<file path="src/rtl/cau_pkg.sv">
// shared types and default sizes for the complex arithmetic unit
// no dependencies
package cau_pkg;

  localparam int WORD_BITS_DEF = 32;
  localparam int FRAC_BITS_DEF = 16;
  localparam int QUEUE_DEPTH_DEF = 4;

  typedef enum logic [1:0] {
    KIND_ADD = 2'd0,
    KIND_SUB = 2'd1,
    KIND_MUL = 2'd2,
    KIND_DIV = 2'd3
  } kind_t;

endpackage

</file>
<file path="src/rtl/cau_front.sv">
// front stage: registers an incoming word and flags a zero divisor
// depends on cau_pkg
module cau_front import cau_pkg::*; #(
  parameter int WORD_BITS = WORD_BITS_DEF
) (
  input  logic                        clk,
  input  logic                        rst_n,
  input  logic                        in_valid,
  output logic                        in_ready,
  input  logic [1:0]                  in_kind,
  input  logic signed [WORD_BITS-1:0] in_a_re,
  input  logic signed [WORD_BITS-1:0] in_a_im,
  input  logic signed [WORD_BITS-1:0] in_b_re,
  input  logic signed [WORD_BITS-1:0] in_b_im,
  output logic                        f_valid,
  input  logic                        f_ready,
  output logic [4*WORD_BITS+2:0]      f_data
);

  logic                        valid_r;
  logic [1:0]                  kind_r;
  logic                        dz_r;
  logic [WORD_BITS-1:0]        a_re_r, a_im_r, b_re_r, b_im_r;
  logic                        take;
  logic                        dz_nxt;

  assign in_ready = !valid_r || f_ready;
  assign take     = in_valid && in_ready;
  assign dz_nxt   = (kind_t'(in_kind) == KIND_DIV) && (in_b_re == '0) && (in_b_im == '0);

  always_ff @(posedge clk) begin
    if (!rst_n) begin
      valid_r <= 1'b0;
    end else if (take) begin
      valid_r <= 1'b1;
    end else if (f_ready) begin
      valid_r <= 1'b0;
    end
    if (take) begin
      kind_r <= in_kind;
      dz_r   <= dz_nxt;
      a_re_r <= in_a_re;
      a_im_r <= in_a_im;
      b_re_r <= in_b_re;
      b_im_r <= in_b_im;
    end
  end

  assign f_valid = valid_r;
  assign f_data  = {kind_r, dz_r, a_re_r, a_im_r, b_re_r, b_im_r};

endmodule

</file>
<file path="config.mk">
export PLATFORM = sky130hd
export DESIGN_NAME = cau_front
export DESIGN_NICKNAME = d
export VERILOG_FILES = /design/src/rtl/cau_pkg.sv /design/src/rtl/cau_front.sv
export SDC_FILE = /design/constraint.sdc
export NUM_CORES = 1
export LEC_CHECK = 0
export BUFFER_PORTS_ARGS = -buffer_cell sky130_fd_sc_hd__buf_2
export CORE_AREA = 2 2 102 104
export DETAILED_ROUTE_END_ITERATION = 10
export DIE_AREA = 0 0 104 106
export PLACE_DENSITY_LB_ADDON = 0.12
export REMOVE_ABC_BUFFERS = 1
export SLEW_MARGIN = 20
export SYNTH_ARGS = -nofsm -noshare
export SYNTH_HDL_FRONTEND = slang
export SYNTH_SLANG_ARGS = --single-unit
</file>
<file path="constraint.sdc">
create_clock -name clk -period 6.6 [get_ports clk]
set_input_delay 1.32 -clock clk [delete_from_list [all_inputs] [get_ports clk]]
set_output_delay 1.32 -clock clk [all_outputs]
set_load 0.03 [all_outputs]
</file>
==> metrics.txt <==
crit path DAT 1.75 ns; Avg Inst Size Synth 25.9 µm²; CP endpoint kind output port; number of vias per cell 4.49; #FFs+latches synth 132; Iter 0 DRT Violations 141; initial antenna violation count 0; total grt overflow 0; Mapped Area 4140 µm²; max-cap viol count 0; # DRC 0; WP data required 5.28 ns; Die Y-Extent 106 µm; Worst-path clk slew 0.05 ns; DIE WIDTH 104 µm; # clock sinks 132; area grow syn2layout 49.9%; Slew Limit Fails 0; max_slew headroom 40.1%; drt pass-1 iters 4; Clk Latency, worst-skew pair 0.51 ns; Antenna Cells 0; area leader, netlist edfxtp_1; setup tns final 0 ns; fill count 809; Design Area, Final 6200 µm²; dpl ws 3.14 ns; share of cells above drive strength 1 64.6%; most frequent cells in the layout buf_2, edfxtp_1, clkbuf_16, nor4_1; CTS resizes 0; Final setup viols 0; Die ar. 11000 µm²; maximum buffer depth of the clock tree 2; post-synth cell types 14; via count 2663; yosys warns 0; final setup margin 3.53 ns; placed cell areas 5640 µm²; Area contributors post-synth edfxtp_1, nor4_1, dfxtp_1; Tot Pwr 0.00208 W; clock skew 0.00884 ns; IO Pins 267; final hold vios 0; total track usage 17.8%; Non-Filler Instances 593; remaining antenna violation count 0; Syn Inst Count 160; fin crit share 46.6%; placed insts 562; drt wl/cell 16.5 µm; status complete, no violations; global placer's final weighted congestion 0.788; fmax 325 MHz; largest net degree at the start of global routing 70; Worst Hold Class flip-flop to flip-flop; Initial Utilization 41.4%; Yosys top cell area share 95.1%; crit path kind primary input to output port; number of global-route vias before repair 2650; Worst-Margin Slew 0.899 ns; DP Wirelength 7530 µm; cts bufs inserted 17; Min Clock Period, post-route 3.07 ns; CTS root buf clkbuf_8; core area 10000 µm²; H-tree depth 4; Nets 579; sequential area share after synthesis 95.6%; global-route wire length before repair 14100 µm; overall routed net length 9800 µm; cell leakage power 2.63 nW; Setup Buffers After CTS 0; # rows 37; most common cell after layout, fill and taps aside buf_2; Hold Buf Count CTS 0; CTS tree yes; Peak supply drop 169 µV; PortBufs 266; PwrDens 336 nW/µm²; critical-path maximum fanout 3; RSZ-0062 raised after global routing no; critical path launch point type primary input
stage by stage:
step                hold slack, ns  utilization (%)
CTS                          0.571             62.0
detailed placement           0.563             56.4
finish                       0.567             62.0
global placement             0.514             56.4
global route                 0.599             62.0
floorplan                    0.885                -
cell families after synthesis:
family / after synthesis / synth area share (%)
buffers and inverters: 2 / 0.272
and+or+nand+nor: 25 / 3.99
DFF: 132 / 95.6
AOI/OAI and AO/OA: 1 / 0.182
final timing paths:
| check | depth (start not counted) | slack, ns | end | startpoint |
|---|---|---|---|---|
| worst max register to register | 3 | 4.23 | a_re_r[10]$_DFFE_PP_ | f_valid$_SDFFE_PN0P_ |
| worst min-delay path | 2 | 0.57 | f_valid$_SDFFE_PN0P_ | f_valid$_SDFFE_PN0P_ |
| worst min register to register | 2 | 0.57 | f_valid$_SDFFE_PN0P_ | f_valid$_SDFFE_PN0P_ |
| worst max-delay path | 3 | 3.53 | in_ready | f_ready |
power breakdown:
group	switching (W)	leakage, nW	total, W	internal, W
combinational	0.000151	1.08	0.000212	0.0000607
sequential	0.0000105	1.28	0.000992	0.000982
clock	0.000315	0.274	0.000879	0.000564
total	0.000476	2.63	0.00208	0.00161
final cells by class:
| class | count | area [µm²] | share of cell area (%) |
|---|---|---|---|
| sequential | 132 | 3950 | 63.8 |
| clock buffer | 18 | 418 | 6.74 |
| timing repair buffer | 267 | 1340 | 21.6 |
| clock inverter | 13 | 141 | 2.28 |
| multi-input combinational | 26 | 175 | 2.82 |
| tap | 136 | 170 | 2.74 |
| inverter | 1 | 3.75 | 0.0605 |
registers in the layout, summed over array words and instances, names as in the netlist:
register / cells
b_re_r: 32
dz_r: 1
b_im_r: 32
f_valid: 1
a_im_r: 32
kind_r: 2
a_re_r: 32
layer usage:
metal	wire [µm]	vias to the layer above	global-route usage (%)
met1	3290	1247	18.3
met4	150	0	9.07
met2	5310	154	30.9
met5	0	-	0
li1	-	1248	-
met3	1040	14	7.85
synth_stat cells:
master	n
nand3_1	2
a21boi_0	1
edfxtp_1	131
and2_1	1
and4_1	1
nor4_2	1
buf_4	1
nor4_1	14
nor4b_1	2
inv_1	1
nor2_1	1
nand4_1	2
nand2b_1	1
dfxtp_1	1
worst max-delay path: stages:
cell and delay (ns):
buf_2 0.09, nand2b_1 0.16, buf_2 0.19
(Power assumes the default switching activity.)
