--- src/rtl/cau_pkg.sv ---
// shared types and default sizes for the complex arithmetic unit
// no dependencies
package cau_pkg;

  localparam int WORD_BITS_DEF = 32;
  localparam int FRAC_BITS_DEF = 16;
  localparam int QUEUE_DEPTH_DEF = 4;

  typedef enum logic [1:0] {
    KIND_ADD = 2'd0,
    KIND_SUB = 2'd1,
    KIND_MUL = 2'd2,
    KIND_DIV = 2'd3
  } kind_t;

endpackage

--- src/rtl/cau_queue.sv ---
// short word queue between the front and back stages
// depends on cau_pkg for the default depth
module cau_queue import cau_pkg::*; #(
  parameter int WIDTH = 8,
  parameter int DEPTH = QUEUE_DEPTH_DEF
) (
  input  logic             clk,
  input  logic             rst_n,
  input  logic             wr_valid,
  output logic             wr_ready,
  input  logic [WIDTH-1:0] wr_data,
  output logic             rd_valid,
  input  logic             rd_ready,
  output logic [WIDTH-1:0] rd_data
);

  localparam int AW = (DEPTH > 1) ? $clog2(DEPTH) : 1;
  localparam int CW = $clog2(DEPTH + 1);

  logic [WIDTH-1:0] mem_r [DEPTH];
  logic [AW-1:0]    wr_ptr_r, rd_ptr_r;
  logic [CW-1:0]    count_r;
  logic             push, pop;

  assign wr_ready = (count_r != CW'(DEPTH));
  assign rd_valid = (count_r != '0);
  assign push     = wr_valid && wr_ready;
  assign pop      = rd_valid && rd_ready;
  assign rd_data  = mem_r[rd_ptr_r];

  always_ff @(posedge clk) begin
    if (!rst_n) begin
      wr_ptr_r <= '0;
      rd_ptr_r <= '0;
      count_r  <= '0;
    end else begin
      if (push) begin
        wr_ptr_r <= (wr_ptr_r == AW'(DEPTH - 1)) ? '0 : wr_ptr_r + AW'(1);
      end
      if (pop) begin
        rd_ptr_r <= (rd_ptr_r == AW'(DEPTH - 1)) ? '0 : rd_ptr_r + AW'(1);
      end
      if (push && !pop) begin
        count_r <= count_r + CW'(1);
      end else if (pop && !push) begin
        count_r <= count_r - CW'(1);
      end
    end
    if (push) begin
      mem_r[wr_ptr_r] <= wr_data;
    end
  end

endmodule

--- config.mk ---
export PLATFORM = sky130hd
export DESIGN_NAME = cau_queue
export DESIGN_NICKNAME = d
export VERILOG_FILES = /design/src/rtl/cau_pkg.sv /design/src/rtl/cau_queue.sv
export SDC_FILE = /design/constraint.sdc
export NUM_CORES = 1
export LEC_CHECK = 0
export BUFFER_PORTS_ARGS = -buffer_cell sky130_fd_sc_hd__buf_2
export CAP_MARGIN = 20
export CORE_MARGIN = 2
export CORE_UTILIZATION = 55
export DETAILED_ROUTE_END_ITERATION = 10
export PLACE_DENSITY = 0.87
export REMOVE_ABC_BUFFERS = 1
export SYNTH_ARGS = -nofsm -noshare
export SYNTH_HDL_FRONTEND = slang
export SYNTH_SLANG_ARGS = --single-unit
--- constraint.sdc ---
create_clock -name clk -period 2.7 [get_ports clk]
set_input_delay 0.54 -clock clk [delete_from_list [all_inputs] [get_ports clk]]
set_output_delay 0.54 -clock clk [all_outputs]
set_load 0.05 [all_outputs]
==> reports/qor.txt <==
Final min period - 2460 ps
Synth top area share - 58.8%
Area Growth Syn to Fin - 12.3%
Sequential area share after synthesis - 69.8%
IO Port Bufs - 21
Nature of the critical path endpoint - register
Post-Layout Cell Count - 149
Slew @ Worst Pin - 572 ps
RSZ-0062 raised after global routing - no
Die Ht - 58.5 um
Antenna Cells - 0
Worst min-delay path class - in2reg
Post-synth cell types - 26
Initial antenna violation count - 0
Number of synthesized flops with an enable pin - 32
GP Congestion - 0.632
Hold Path Origin - wr_data[4]
Number of global-route vias before repair - 843
P_leak - 0.675 nW
Post-CTS Resized - 0
H-tree levels - 2
R2R cell count - 7
TritonRoute pass-1 iters - 4
Syn_area_per_cell - 17.6 um2
Count leader, synth - edfxtp_1
Hold path depth - 1
Clock Path Buffers - 2
Final Skew - 11.6 ps
Yosys reg bits - 41
Post-CTS Hold Fix Bufs - 0
Clock power share - 20.0%
Post-Layout Inst Area - 1840 um2
Sink Count - 41
Gr ovfl total - 0
Synth warnings - 0
Fraction of layout cells with a size suffix above 1 - 35.6%
First-pass GRT wire length - 3990 um
Fillers - 203
IO Pins - 22
Vias - 842
Ys flop type - edfxtp_1
Gate power share - 34.6%
Pre-CTS setup slack - 246 ps
Worst skew pair latency - 350 ps
Wirelength, routed - 2500 um
Synth Cell Area - 1640 um2
Pint - 1.21 mW
Hold_ws - 403 ps
Mapped Cells - 93
Row Count - 19
Initial DRC count - 16
Status - finished clean
Max cap viols - 0
CTS buffer count - 5
Relative slew margins - 61.5%
CTS root buffer - clkbuf_4
Placed cell count - 141
TritonCTS clock tree - done
Startpoint types - register
Core area - 2780 um2
Drc violations - 0
Worst endpoint required time - 2980 ps
R2r startpoint - count_r[0]
Final period util - 91.3%
Top post-synthesis cells by area - edfxtp_1, dfxtp_1, mux4_2
Crit. Startpoint - count_r[0]
Final Hold Viols - 0
Post-CTS Setup Bufs - 0
Fin nets - 136
Sequential power share - 45.4%
Overall routing resource usage - 16.7%
Initial core utilization - 58.8%
Sw Ratio - 36.3%
Max Slew Vio Count - 0
Psw - 0.686 mW
DR WL/cell - 16.8 um
Setup_tns - 0 ps
Crit Path Class - reg2reg
Final worst slack - 235 ps
DR vias/cell - 5.65
Largest net degree at the start of global routing - 13
Worst vdd ir - 982 uV
R2R setup slack - 240 ps
Worst-path clk slew - 120 ps
Top cells by count, synth - edfxtp_1, dfxtp_1, mux4_2
Antenna-violating nets left - 0
Crit-path max FO - 5
Die width - 58.5 um
Post-synthesis async set-or-reset flop share - 0%
Fmax - 406 MHz
Area leader, netlist - edfxtp_1
Hpwl dp - 1770 um
Power per Cell Area - 1030 nW/um2
Arr. time, crit path - 2750 ps
# setup viols final - 0
Area after DPL - 1760 um2
Die area - 3430 um2
## cell type report
type | count | area (um2) | share of cell area (%)
clock buffer | 6 | 41.3 | 2.25
inverter | 3 | 11.3 | 0.613
multi-input combinational | 45 | 465 | 25.3
sequential | 41 | 1140 | 62.1
timing repair buffer | 21 | 105 | 5.72
tap | 31 | 38.8 | 2.11
clock inverter | 2 | 33.8 | 1.84
## through the flow
step	utilization [%]	total power, mW
after CTS	66.0	1.91
after floorplan	-	1.39
after global routing	66.0	1.99
after global placement	63.3	1.51
after detailed placement	63.3	1.54
final	66.0	1.89
## cells by family after synthesis
logic type,Yosys count,synth area share (%)
xor gates and xnor gates,2,1.07
muxes,10,12.2
DFF,41,69.8
buffers and inverters,7,1.76
AOI/OAI and AO/OA,6,2.14
adders and majority gates,7,5.81
and+or+nand+nor,20,7.19
## final timing paths
check / end
max reg2reg: count_r[2]
min reg2reg: wr_ptr_r[1]
min: mem_r[1][4]
max: count_r[2]
## routing by layer
metal	track usage (%)	wire, um	share of wire [%]
met2	28.6	1300	52
met5	0	0	0
met3	7.03	181	7.2
met4	6.98	51	2.0
met1	18.1	961	38
## cells in the final DEF, fill, tap and decap left out, types with 3 or more instances in the layout
cell type / synthesis / final
mux4_2: 8 / 8
inv_1: 3 / 3
clkbuf_4: 0 / 5
o21ai_0: 4 / 4
edfxtp_1: 32 / 32
dfxtp_1: 9 / 9
and3_2: 4 / 4
ha_1: 6 / 6
nand2_1: 5 / 5
buf_2: 1 / 21
## power groups by stage
stage | clock [mW] | combinational [mW] | sequential, mW
3_3_place_gp | 0 | 0.640 | 0.867
4_1_cts | 0.386 | 0.664 | 0.862
3_5_place_dp | 0 | 0.663 | 0.877
5_1_grt | 0.411 | 0.705 | 0.877
2_1_floorplan | 0 | 0.536 | 0.853
6_report | 0.378 | 0.655 | 0.859
## state kept, by name, indices dropped and copies added (netlist names), named ones only
name / flops
count_r: 3
mem_r: 32
rd_ptr_r: 2
wr_ptr_r: 2
## worst max-delay path: stages (launching register included)
cell	delay [ps]
dfxtp_1	380
o31ai_1	540
ha_1	310
inv_1	70
fa_1	380
xor2_1	160
or3_2	400
a21boi_0	160
Note: power is estimated with default switching activity, not from simulation.
